$ cat config.mk
export PLATFORM = sky130hd
export DESIGN_NAME = hsb_cfg_regs
export DESIGN_NICKNAME = d
export VERILOG_FILES = /design/src/rtl/hsb_slice_to_packed_rgb_defines.svh /design/src/rtl/hsb_pkg.sv /design/src/rtl/hsb_cfg_regs.sv
export SDC_FILE = /design/constraint.sdc
export NUM_CORES = 1
export LEC_CHECK = 0
export ABC_AREA = 0
export BUFFER_PORTS_ARGS = -buffer_cell sky130_fd_sc_hd__clkbuf_2
export CELL_PAD_IN_SITES_DETAIL_PLACEMENT = 1
export CELL_PAD_IN_SITES_GLOBAL_PLACEMENT = 1
export CORE_ASPECT_RATIO = 1.5
export CORE_MARGIN = 2
export CORE_UTILIZATION = 40
export CTS_CLUSTER_SIZE = 30
export DETAILED_ROUTE_END_ITERATION = 10
export GPL_TIMING_DRIVEN = 1
export PLACE_DENSITY_LB_ADDON = 0.12
export SLEW_MARGIN = 20
export SYNTH_ARGS = -nofsm -noshare
export SYNTH_HDL_FRONTEND = slang
export SYNTH_SLANG_ARGS = --single-unit
$ cat constraint.sdc
create_clock -name clk -period 1.88 [get_ports clk]
set_input_delay 0.188 -clock clk [delete_from_list [all_inputs] [get_ports clk]]
set_output_delay 0.188 -clock clk [all_outputs]
set_load 0.02 [all_outputs]
$ cat src/rtl/hsb_slice_to_packed_rgb_defines.svh
// ----------------------------------------------------------------------------
// HSB slice to packed RGB: assertion macros
// Shared concurrent assertion forms. They sample on clk and are quiet in rst.
// ----------------------------------------------------------------------------
`ifndef HSB_SLICE_TO_PACKED_RGB_DEFINES_SVH
`define HSB_SLICE_TO_PACKED_RGB_DEFINES_SVH

// Same-cycle implication
`define HSB_ASSERT_NOW(label, ante, cons) \
  label: assert property (@(posedge clk) disable iff (rst) (ante) |-> (cons)) \
    else $error("hsb_slice_to_packed_rgb: same-cycle check failed");

// Next-cycle implication
`define HSB_ASSERT_NEXT(label, ante, cons) \
  label: assert property (@(posedge clk) disable iff (rst) (ante) |=> (cons)) \
    else $error("hsb_slice_to_packed_rgb: next-cycle check failed");

`endif

$ cat src/rtl/hsb_pkg.sv
// ----------------------------------------------------------------------------
// HSB slice package
// Shared constants, register indexes and the configuration bundle.
// ----------------------------------------------------------------------------
`default_nettype none

package hsb_pkg;

  // Grid and fixed-point constants
  localparam logic [7:0]  GRID_LAST  = 8'd255;     // last grid row/column
  localparam logic [15:0] ONE_Q15    = 16'd32768;  // 1.0 in Q1.15
  localparam logic [15:0] HUE_MAX    = 16'd49151;  // largest hue below 6.0, Q3.13
  localparam logic [13:0] FRAC_ONE   = 14'd8192;   // 1.0 in Q.13
  localparam logic [28:0] PROD_ONE   = 29'h1000_0000; // 1.0 in Q.28
  localparam logic [15:0] RECIP_255  = 16'd32897;  // ceil(2^23 / 255)
  localparam int          RECIP_SHIFT = 23;

  // Configuration register indexes
  localparam int CFG_IDX_W = 4;
  localparam logic [CFG_IDX_W-1:0] REG_MIN_BRIGHT = 4'd0;
  localparam logic [CFG_IDX_W-1:0] REG_MAX_BRIGHT = 4'd1;
  localparam logic [CFG_IDX_W-1:0] REG_HUE_START  = 4'd2;
  localparam logic [CFG_IDX_W-1:0] REG_HUE_STOP   = 4'd3;
  localparam logic [CFG_IDX_W-1:0] REG_SAT_LEVEL  = 4'd4;
  localparam logic [CFG_IDX_W-1:0] REG_RED_POS    = 4'd5;
  localparam logic [CFG_IDX_W-1:0] REG_GREEN_POS  = 4'd6;
  localparam logic [CFG_IDX_W-1:0] REG_BLUE_POS   = 4'd7;

  // Configuration, already clamped to legal range
  typedef struct packed {
    logic [15:0] min_bright;
    logic [15:0] max_bright;
    logic [15:0] hue_start;
    logic [15:0] hue_stop;
    logic [15:0] sat_level;
    logic [4:0]  red_pos;
    logic [4:0]  green_pos;
    logic [4:0]  blue_pos;
  } hsb_cfg_t;

  // Saturate a 16-bit value at a ceiling
  function automatic logic [15:0] clamp16(input logic [15:0] v, input logic [15:0] hi);
    return (v > hi) ? hi : v;
  endfunction

endpackage

`default_nettype wire

$ cat src/rtl/hsb_cfg_regs.sv
// ----------------------------------------------------------------------------
// HSB configuration registers
// Holds the range, saturation and byte position registers, clamped on write.
// ----------------------------------------------------------------------------
`default_nettype none

module hsb_cfg_regs (
  input  logic                          clk,
  input  logic                          rst,
  input  logic                          cfg_valid,
  input  logic [hsb_pkg::CFG_IDX_W-1:0] cfg_index,
  input  logic [15:0]                   cfg_data,
  output hsb_pkg::hsb_cfg_t             cfg
);
  import hsb_pkg::*;

  // Write one register per beat; saturate out-of-range values at write time
  always_ff @(posedge clk) begin
    if (rst) begin
      cfg.min_bright <= 16'd0;
      cfg.max_bright <= ONE_Q15;
      cfg.hue_start  <= 16'd0;
      cfg.hue_stop   <= HUE_MAX;
      cfg.sat_level  <= ONE_Q15;
      cfg.red_pos    <= 5'd16;
      cfg.green_pos  <= 5'd8;
      cfg.blue_pos   <= 5'd0;
    end else if (cfg_valid) begin
      unique case (cfg_index)
        REG_MIN_BRIGHT: cfg.min_bright <= clamp16(cfg_data, ONE_Q15);
        REG_MAX_BRIGHT: cfg.max_bright <= clamp16(cfg_data, ONE_Q15);
        REG_HUE_START:  cfg.hue_start  <= clamp16(cfg_data, HUE_MAX);
        REG_HUE_STOP:   cfg.hue_stop   <= clamp16(cfg_data, HUE_MAX);
        REG_SAT_LEVEL:  cfg.sat_level  <= clamp16(cfg_data, ONE_Q15);
        REG_RED_POS:    cfg.red_pos    <= cfg_data[4:0];
        REG_GREEN_POS:  cfg.green_pos  <= cfg_data[4:0];
        REG_BLUE_POS:   cfg.blue_pos   <= cfg_data[4:0];
        default: begin
          // unknown index: drop the beat
        end
      endcase
    end
  end

endmodule

`default_nettype wire

==> impl_metrics.env, run 1 <==
export IMPL_first_global_vias=3703
export IMPL_antenna_diode_count=0
export IMPL_timing_critical_path_cells="clkbuf_2, or3b_1, buf_4, nor2_4, a211oi_1"
export IMPL_post_cts_resize_count=0
export IMPL_hpwl_mm=8.78
export IMPL_ioPinCount=118
export IMPL_yosys_register_bits=95
export IMPL_clock_sinks=95
export IMPL_cts_hold_buf=0
export IMPL_syn_nets=452
export IMPL_hold_violations=0
export IMPL_hold_depth=3
export IMPL_clockRootBuffer="sky130_fd_sc_hd__clkbuf_16"
export IMPL_hp_class="in -> reg"
export IMPL_synth_cells=429
export IMPL_grt_setup_unrepaired="no"
export IMPL_worstPathRequired_ps=2080
export IMPL_final_core_util_pct=51.4
export IMPL_synthesis_area_mm2=0.00381
export IMPL_fin_setup_tns_ps=0
export IMPL_worstPathBufferInverterCount=2
export IMPL_largest_registers="cfg x95"
export IMPL_cellPowerDensity_mw_per_mm2=876
export IMPL_drt_initial_drc_count=121
export IMPL_ant_nets=0
export IMPL_main_combinational_cell_family_by_area_after_synthesis="compound AO/OA/AOI/OAI gates"
export IMPL_seq_power_share_pct=49.3
export IMPL_power_frac_comb_pct=8.5
export IMPL_layout_nets=552
export IMPL_timing_reg2reg_worst_path_depth=3
export IMPL_tritoncts="built"
export IMPL_relSlewSlack_pct=46.1
export IMPL_floorplan_row_count=43
export IMPL_post_route_drc_count=0
export IMPL_yosys_cell_types_count=27
export IMPL_crit_slowest_cell="sky130_fd_sc_hd__or3b_1"
export IMPL_path_class="in -> reg"
export IMPL_grt_start_max_net_pins=42
export IMPL_fp_dieW_um=83.7
export IMPL_timing_critical_path_to_type="flop"
export IMPL_netSwitchingFraction_pct=23.9
export IMPL_placement_io_buffers=117
export IMPL_status="completed"
export IMPL_routedLengthMet1_mm=5.03
export IMPL_worst_path_dominant_cell_family="simple AND/OR/NAND/NOR gates"
export IMPL_antenna_found_initial=0
export IMPL_track_usage_pct=24.3
export IMPL_power_frac_clock_pct=42.2
export IMPL_post_synth_simple_gate_area_pct=18.3
export IMPL_areaGrowthSynthToFinish_pct=24.8
export IMPL_met2_length_mm=6.56
export IMPL_finalWorstSetupSlack_ps=587
export IMPL_via_count=3619
export IMPL_dieHeight_um=124
export IMPL_fin_skew_ps=0
export IMPL_report_final_setup_viol=0
export IMPL_number_of_detailed_routing_iterations_run_before_antenna_repair=6
export IMPL_post_drt_via_cell_ratio=5.62
export IMPL_worst_pin_slew_ps=809
export IMPL_worst_skew_pair_late_latency_ps=340
export IMPL_clkTransAtPathRegs_ps=60
export IMPL_layout_drive_gt1_share_pct=29.7
export IMPL_htree_num_levels=3
export IMPL_int_pwr_w=0.00317
export IMPL_leakage_nw=1.86
export IMPL_power_ir_vdd_worst_uv=569
export IMPL_final_period_utilization_pct=68.8
export IMPL_synthesis_yosys_warnings=0
export IMPL_final_max_slew_violation_count=0
export IMPL_worst_endpoint_arrival_ps=1500
export IMPL_die_area_mm2=0.0103
export IMPL_post_place_ws_ps=234
export IMPL_avgRoutedWirePerCell_um=19.2
export IMPL_largest_register="cfg"
export IMPL_wirelength_mm=12.4
export IMPL_type_of_element_launching_the_critical_path="primary input"
export IMPL_routed_wl_met3_um=627
export IMPL_clock_tree_buffer_depth=2
export IMPL_timing_critical_path_fanout_max=41
export IMPL_ys_seq_area_share_pct=49.9
export IMPL_period_needed_ps=1290
export IMPL_synth_fa_ha_area_share_pct=0
export IMPL_tritoncts_num_buffers=9
export IMPL_fmaxAchievable_mhz=774
export IMPL_synth_xor_area_share_pct=0
export IMPL_grt_pass1_wl_mm=19.6
export IMPL_multiplexer_area_fraction_after_synthesis_pct=2.37
export IMPL_cp_slowest_stage_delay_ps=380
export IMPL_cap_viol_max_count=0
export IMPL_fp_coreArea_mm2=0.00925
export IMPL_syn_avg_cell_area_um2=8.88
export IMPL_gp_congestion=0.762
export IMPL_post_cts_setup_buffers=0
export IMPL_largest_register_ffs=95
export IMPL_worst_path_stages=5
export IMPL_effective_utilization_at_floorplan_pct=41.2
export IMPL_compound_cell_area_share_of_the_yosys_netlist_pct=24.5
export IMPL_routed_top_layer="met4"
export IMPL_leftover_overflow_at_the_end_of_global_routing=0
export IMPL_netSwitchingPower_w=0.000995
-- cell usage after synthesis --
master	n	area (um2)
sky130_fd_sc_hd__nand3b_1	3	22.5
sky130_fd_sc_hd__a21oi_1	64	320
sky130_fd_sc_hd__or2_2	1	6.26
sky130_fd_sc_hd__nand2_1	3	11.3
sky130_fd_sc_hd__nor2_1	1	3.75
sky130_fd_sc_hd__clkbuf_1	30	113
sky130_fd_sc_hd__nor2b_1	26	163
sky130_fd_sc_hd__nand2b_1	11	68.8
sky130_fd_sc_hd__or3b_1	1	8.76
sky130_fd_sc_hd__dfxtp_1	95	1900
sky130_fd_sc_hd__nor3b_2	1	12.5
sky130_fd_sc_hd__o21ai_0	69	345
sky130_fd_sc_hd__nand3_1	38	190
sky130_fd_sc_hd__and3b_1	1	8.76
sky130_fd_sc_hd__a211o_1	17	149
sky130_fd_sc_hd__o21ai_1	3	15.0
sky130_fd_sc_hd__and2_1	1	6.26
sky130_fd_sc_hd__and3_1	3	18.8
sky130_fd_sc_hd__nor3_1	14	70.1
sky130_fd_sc_hd__or3b_2	8	70.1
sky130_fd_sc_hd__nor2_4	1	11.3
sky130_fd_sc_hd__mux2i_1	9	90.1
sky130_fd_sc_hd__a211oi_1	14	105
sky130_fd_sc_hd__buf_2	12	60.1
sky130_fd_sc_hd__buf_6	1	11.3
sky130_fd_sc_hd__nor2_8	1	20.0
sky130_fd_sc_hd__nand2_2	1	6.26
-- metrics by stage --
step,hold slack [ps],cells,power (W),area [um2]
floorplan,333,429,0.00231,3810
global placement,446,630,0.00245,4470
detailed placement,454,630,0.00245,4470
CTS,190,644,0.00420,4750
global route,201,644,0.00430,4750
finish,203,644,0.00417,4750
-- cells by family (layout without fill, tap and decap cells) --
| family | Yosys count | count (layout) |
|---|---|---|
| buffers and inverters | 43 | 146 |
| AOI/OAI and AO/OA | 167 | 167 |
| DFF | 95 | 95 |
| and+or+nand+nor | 115 | 115 |
| muxes | 9 | 9 |
-- power by group through the flow --
stage / combinational (W) / clock, W / sequential [W]
global route: 0.000384 / 0.00186 / 0.00206
CTS: 0.000356 / 0.00179 / 0.00206
floorplan: 0.000182 / 0 / 0.00213
detailed placement: 0.000352 / 0 / 0.00210
global placement: 0.000348 / 0 / 0.00210
finish: 0.000354 / 0.00176 / 0.00206
-- worst reg2reg max path, cell delays in order (launching register included) --
cell and delay, ps:
sky130_fd_sc_hd__dfxtp_1 310, sky130_fd_sc_hd__nor2b_1 130, sky130_fd_sc_hd__o21ai_0 100, sky130_fd_sc_hd__o21ai_0 140
-- per-layer routing --
metal	GRT usage, %	vias up
met5	0	-
met4	7.86	0
met3	6.28	11
met2	44.2	94
met1	27.7	1774
li1	-	1740
-- layout by cell type, fill, tap and decap left out, drive strengths merged, types with 14 or more instances in the layout --
cell	n
a211o	17
a211oi	14
a21oi	64
buf	16
clkbuf	130
dfxtp	95
nand3	38
nor2b	26
nor3	14
o21ai	72
-- path summary, 6_finish.rpt --
check,slack [ps],end,from
max,590,cfg[59]$_SDFFE_PP0P_,cfg_index[2]
min,200,cfg[3]$_SDFFE_PP0P_,cfg_data[3]
max reg2reg,1080,cfg[68]$_SDFFE_PP0P_,cfg[68]$_SDFFE_PP0P_
min reg2reg,460,cfg[32]$_SDFFE_PP1P_,cfg[32]$_SDFFE_PP1P_
-- final cells by class --
cell class / count / area, um2
clock buffers: 14 / 284
repair buffers: 132 / 698
fillers: 1144 / 4500
well taps: 112 / 140
flip-flops and latches: 95 / 1900
multi-input cells: 291 / 1730
Note: power is estimated with default switching activity, not from simulation.
==> inputs of run 2 (changes only) <==
--- a/config.mk
+++ b/config.mk
@@ -5,13 +5,13 @@
 export SDC_FILE = /design/constraint.sdc
 export NUM_CORES = 1
 export LEC_CHECK = 0
-export ABC_AREA = 0
+export ABC_AREA = 1
 export BUFFER_PORTS_ARGS = -buffer_cell sky130_fd_sc_hd__clkbuf_2
 export CELL_PAD_IN_SITES_DETAIL_PLACEMENT = 1
 export CELL_PAD_IN_SITES_GLOBAL_PLACEMENT = 1
 export CORE_ASPECT_RATIO = 1.5
 export CORE_MARGIN = 2
-export CORE_UTILIZATION = 40
+export CORE_UTILIZATION = 36
 export CTS_CLUSTER_SIZE = 30
 export DETAILED_ROUTE_END_ITERATION = 10
 export GPL_TIMING_DRIVEN = 1
==> constraint.sdc (replaced) <==
create_clock -name clk -period 1.3 [get_ports clk]
set_input_delay 0.13 -clock clk [delete_from_list [all_inputs] [get_ports clk]]
set_output_delay 0.13 -clock clk [all_outputs]
set_load 0.02 [all_outputs]
==> impl_metrics.env, run 2 <==
export IMPL_status="completed"
export IMPL_fmaxAchievable_mhz=977
export IMPL_wirelength_mm=10.6
export IMPL_layout_nets=533
export IMPL_period_needed_ps=1020
export IMPL_timing_reg2reg_worst_path_depth=2
export IMPL_post_synth_top_count_cell="sky130_fd_sc_hd__dfxtp_1"
export IMPL_netSwitchingPower_w=0.00148
export IMPL_synth_enable_flop_cells=0
export IMPL_cts_hold_buf=0
export IMPL_tritoncts_num_buffers=9
export IMPL_synthesis_yosys_warnings=0
export IMPL_grt_pass1_wl_mm=17.1
export IMPL_cap_viol_max_count=0
export IMPL_antenna_found_initial=0
export IMPL_groute_layer_met3_usage_pct=3.04
export IMPL_yosys_top_cells_area="sky130_fd_sc_hd__dfxtp_1 54%, sky130_fd_sc_hd__o21ai_0 13%, sky130_fd_sc_hd__a21oi_1 10%"
export IMPL_cellPowerDensity_mw_per_mm2=1330
export IMPL_hp_class="in -> reg"
export IMPL_hold_depth=3
export IMPL_post_cts_resize_count=0
export IMPL_r2r_setup_slack_ps=580
export IMPL_worst_path_dominant_cell_family="flip-flops"
export IMPL_timing_critical_path_cells="clkbuf_2"
export IMPL_tritoncts="built"
export IMPL_syn_avg_cell_area_um2=9.00
export IMPL_post_cts_setup_buffers=0
export IMPL_track_usage_pct=20.4
export IMPL_instances_no_fill=629
export IMPL_fp_coreArea_mm2=0.00963
export IMPL_most_common_layout_cells="117 x sky130_fd_sc_hd__clkbuf_2, 95 x sky130_fd_sc_hd__dfxtp_1, 89 x sky130_fd_sc_hd__o21ai_0"
export IMPL_largest_register_ffs=95
export IMPL_ioPinCount=118
export IMPL_post_route_drc_count=0
export IMPL_report_final_setup_viol=0
export IMPL_htree_num_levels=3
export IMPL_largest_registers="cfg x95"
export IMPL_gr_usage_met2_pct=34.3
export IMPL_power_ir_vdd_worst_uv=808
export IMPL_yosys_cell_types_count=19
export IMPL_regToRegEndpoint="cfg[21]$_SDFFE_PP0P_"
export IMPL_yosys_top_cells_count="95 x sky130_fd_sc_hd__dfxtp_1, 89 x sky130_fd_sc_hd__o21ai_0, 73 x sky130_fd_sc_hd__a21oi_1, 30 x sky130_fd_sc_hd__a21oi_2, 21 x sky130_fd_sc_hd__nand2_1"
export IMPL_crit_slowest_cell="sky130_fd_sc_hd__dfxtp_1"
export IMPL_clkTransAtPathRegs_ps=60
export IMPL_synth_async_reset_ratio_pct=0
export IMPL_worstPathBufferInverterCount=1
export IMPL_hpwl_mm=7.68
export IMPL_cp_slowest_stage_delay_ps=370
export IMPL_final_period_utilization_pct=78.8
export IMPL_grt_setup_unrepaired="no"
export IMPL_synth_cells=393
export IMPL_seq_power_share_pct=48.8
export IMPL_clock_tree_buffer_depth=2
export IMPL_areaGrowthSynthToFinish_pct=31.0
export IMPL_first_global_vias=3224
export IMPL_hp_start="cfg_data[11]"
export IMPL_post_synth_top_area_fraction_pct=53.8
export IMPL_ant_nets=0
export IMPL_effective_utilization_at_floorplan_pct=36.7
export IMPL_grt_start_max_net_pins=51
export IMPL_drt_initial_drc_count=140
export IMPL_yosys_register_bits=95
export IMPL_int_pwr_w=0.00469
export IMPL_crit_reg2reg_launch="cfg[21]$_SDFFE_PP0P_"
export IMPL_worst_pin_slew_ps=405
export IMPL_largest_register="cfg"
export IMPL_post_drt_via_cell_ratio=5.14
export IMPL_worst_endpoint_arrival_ps=890
export IMPL_dieHeight_um=125
export IMPL_leakage_nw=2.04
export IMPL_fin_skew_ps=0
export IMPL_timing_critical_path_fanout_max=2
export IMPL_avgRoutedWirePerCell_um=16.9
export IMPL_endpoint_worst_hold="cfg[26]$_SDFFE_PP0P_"
export IMPL_leftover_overflow_at_the_end_of_global_routing=0
export IMPL_number_of_detailed_routing_iterations_run_before_antenna_repair=4
export IMPL_gp_congestion=0.769
export IMPL_clockRootBuffer="sky130_fd_sc_hd__clkbuf_16"
export IMPL_relSlewSlack_pct=73.0
export IMPL_worst_path_stages=1
export IMPL_clock_sinks=95
export IMPL_floorplan_row_count=44
export IMPL_fin_setup_tns_ps=0
export IMPL_final_max_slew_violation_count=0
export IMPL_path_class="reg -> out"
export IMPL_via_count=3232
export IMPL_power_frac_comb_pct=8.9
export IMPL_die_area_mm2=0.0106
export IMPL_type_of_element_launching_the_critical_path="flop"
export IMPL_hold_violations=0
export IMPL_worstPathRequired_ps=1170
export IMPL_top_usage_layer="met2"
export IMPL_timing_critical_path_to_type="output pin"
export IMPL_worst_skew_pair_late_latency_ps=340
export IMPL_netSwitchingFraction_pct=24.0
export IMPL_placement_io_buffers=117
export IMPL_syn_nets=416
export IMPL_ys_seq_area_share_pct=53.8
export IMPL_synth_top_area_cell="sky130_fd_sc_hd__dfxtp_1"
export IMPL_mostFrequentLayoutCell="sky130_fd_sc_hd__clkbuf_2"
export IMPL_antenna_diode_count=0
export IMPL_yosys_most_used_dff="sky130_fd_sc_hd__dfxtp_1"
export IMPL_post_place_cells=614
export IMPL_met1_grt_util_pct=25.6
export IMPL_fp_dieW_um=84.9
export IMPL_layout_drive_gt1_share_pct=39.3
export IMPL_power_frac_clock_pct=42.3
export IMPL_synthesis_area_mm2=0.00354
-- run 2: cell count changes in the layout (fill, tap and decap cells not counted), moves of 11 or more --
| cell | change |
|---|---|
| sky130_fd_sc_hd__inv_1 | +12 |
| sky130_fd_sc_hd__nor3_1 | -14 |
| sky130_fd_sc_hd__nand3_1 | -35 |
| sky130_fd_sc_hd__a21oi_2 | +30 |
| sky130_fd_sc_hd__nand2_4 | +11 |
| sky130_fd_sc_hd__a211oi_1 | -14 |
| sky130_fd_sc_hd__nand2b_1 | -11 |
| sky130_fd_sc_hd__nor2b_1 | -26 |
| sky130_fd_sc_hd__o21ai_0 | +20 |
| sky130_fd_sc_hd__a211o_1 | -17 |
| sky130_fd_sc_hd__nand2_1 | +18 |
-- run 2: per-layer routing --
| layer | vias up | wire length (um) |
|---|---|---|
| met5 | - | 0 |
| met4 | 0 | 274 |
| met3 | 13 | 438 |
| met2 | 74 | 5230 |
| met1 | 1554 | 4670 |
| li1 | 1591 | - |
-- run 2: how the worst max path moves through the flow --
| stage | startpoint | to | slack (ps) |
|---|---|---|---|
| floorplan | cfg_index[3] | cfg[29]$_SDFFE_PP0P_ | 270 |
| global placement | cfg_index[3] | cfg[22]$_SDFFE_PP0P_ | 60 |
| detailed placement | cfg_index[3] | cfg[21]$_SDFFE_PP0P_ | 20 |
| CTS | cfg[92]$_SDFFE_PP0P_ | cfg[92] | 260 |
| global route | cfg_index[3] | cfg[2]$_SDFFE_PP0P_ | 200 |
| finish | cfg[92]$_SDFFE_PP0P_ | cfg[92] | 280 |
-- run 2: worst register-to-register path, stage by stage (launching register included) --
cell	delay [ps]
sky130_fd_sc_hd__dfxtp_1	310
sky130_fd_sc_hd__o21ai_0	240
sky130_fd_sc_hd__a21oi_2	50
-- run 2: cell type report --
type	count	area [um2]
fill	1180	5000
sequential	95	1900
multi-input combinational	254	1440
timing repair buffer	136	803
clock buffer	12	246
tap	115	144
inverter	14	55.1
clock inverter	3	43.8
-- run 2: cells by family (layout without fill, tap and decap cells) --
group	Yosys count	count (layout)	share of synthesized area (%)
AO/OA/AOI/OAI	198	198	31.4
buffers and inverters	44	165	5.87
flip-flops	95	95	53.8
AND/OR/NAND/NOR	56	56	8.92
-- run 2: per-stage QoR --
step | total power, W | cell area [um2] | hold WS, ps | utilization (%) | worst slack [ps]
after floorplan | 0.00339 | 3540 | 260 | - | 267
after global placement | 0.00362 | 4340 | 449 | 45.1 | 62.9
after detailed placement | 0.00363 | 4340 | 447 | 45.1 | 19.6
after CTS | 0.00625 | 4630 | 88.2 | 48.1 | 258
after global routing | 0.00639 | 4630 | 112 | 48.1 | 204
final | 0.00617 | 4630 | 100 | 48.1 | 276
-- run 2: power by group through the flow --
stage	registers (W)	clock network (W)	logic (W)
4_1_cts	0.00301	0.00268	0.000558
5_1_grt	0.00301	0.00278	0.000600
3_5_place_dp	0.00307	0	0.000555
6_report	0.00301	0.00261	0.000549
2_1_floorplan	0.00315	0	0.000242
3_3_place_gp	0.00307	0	0.000546
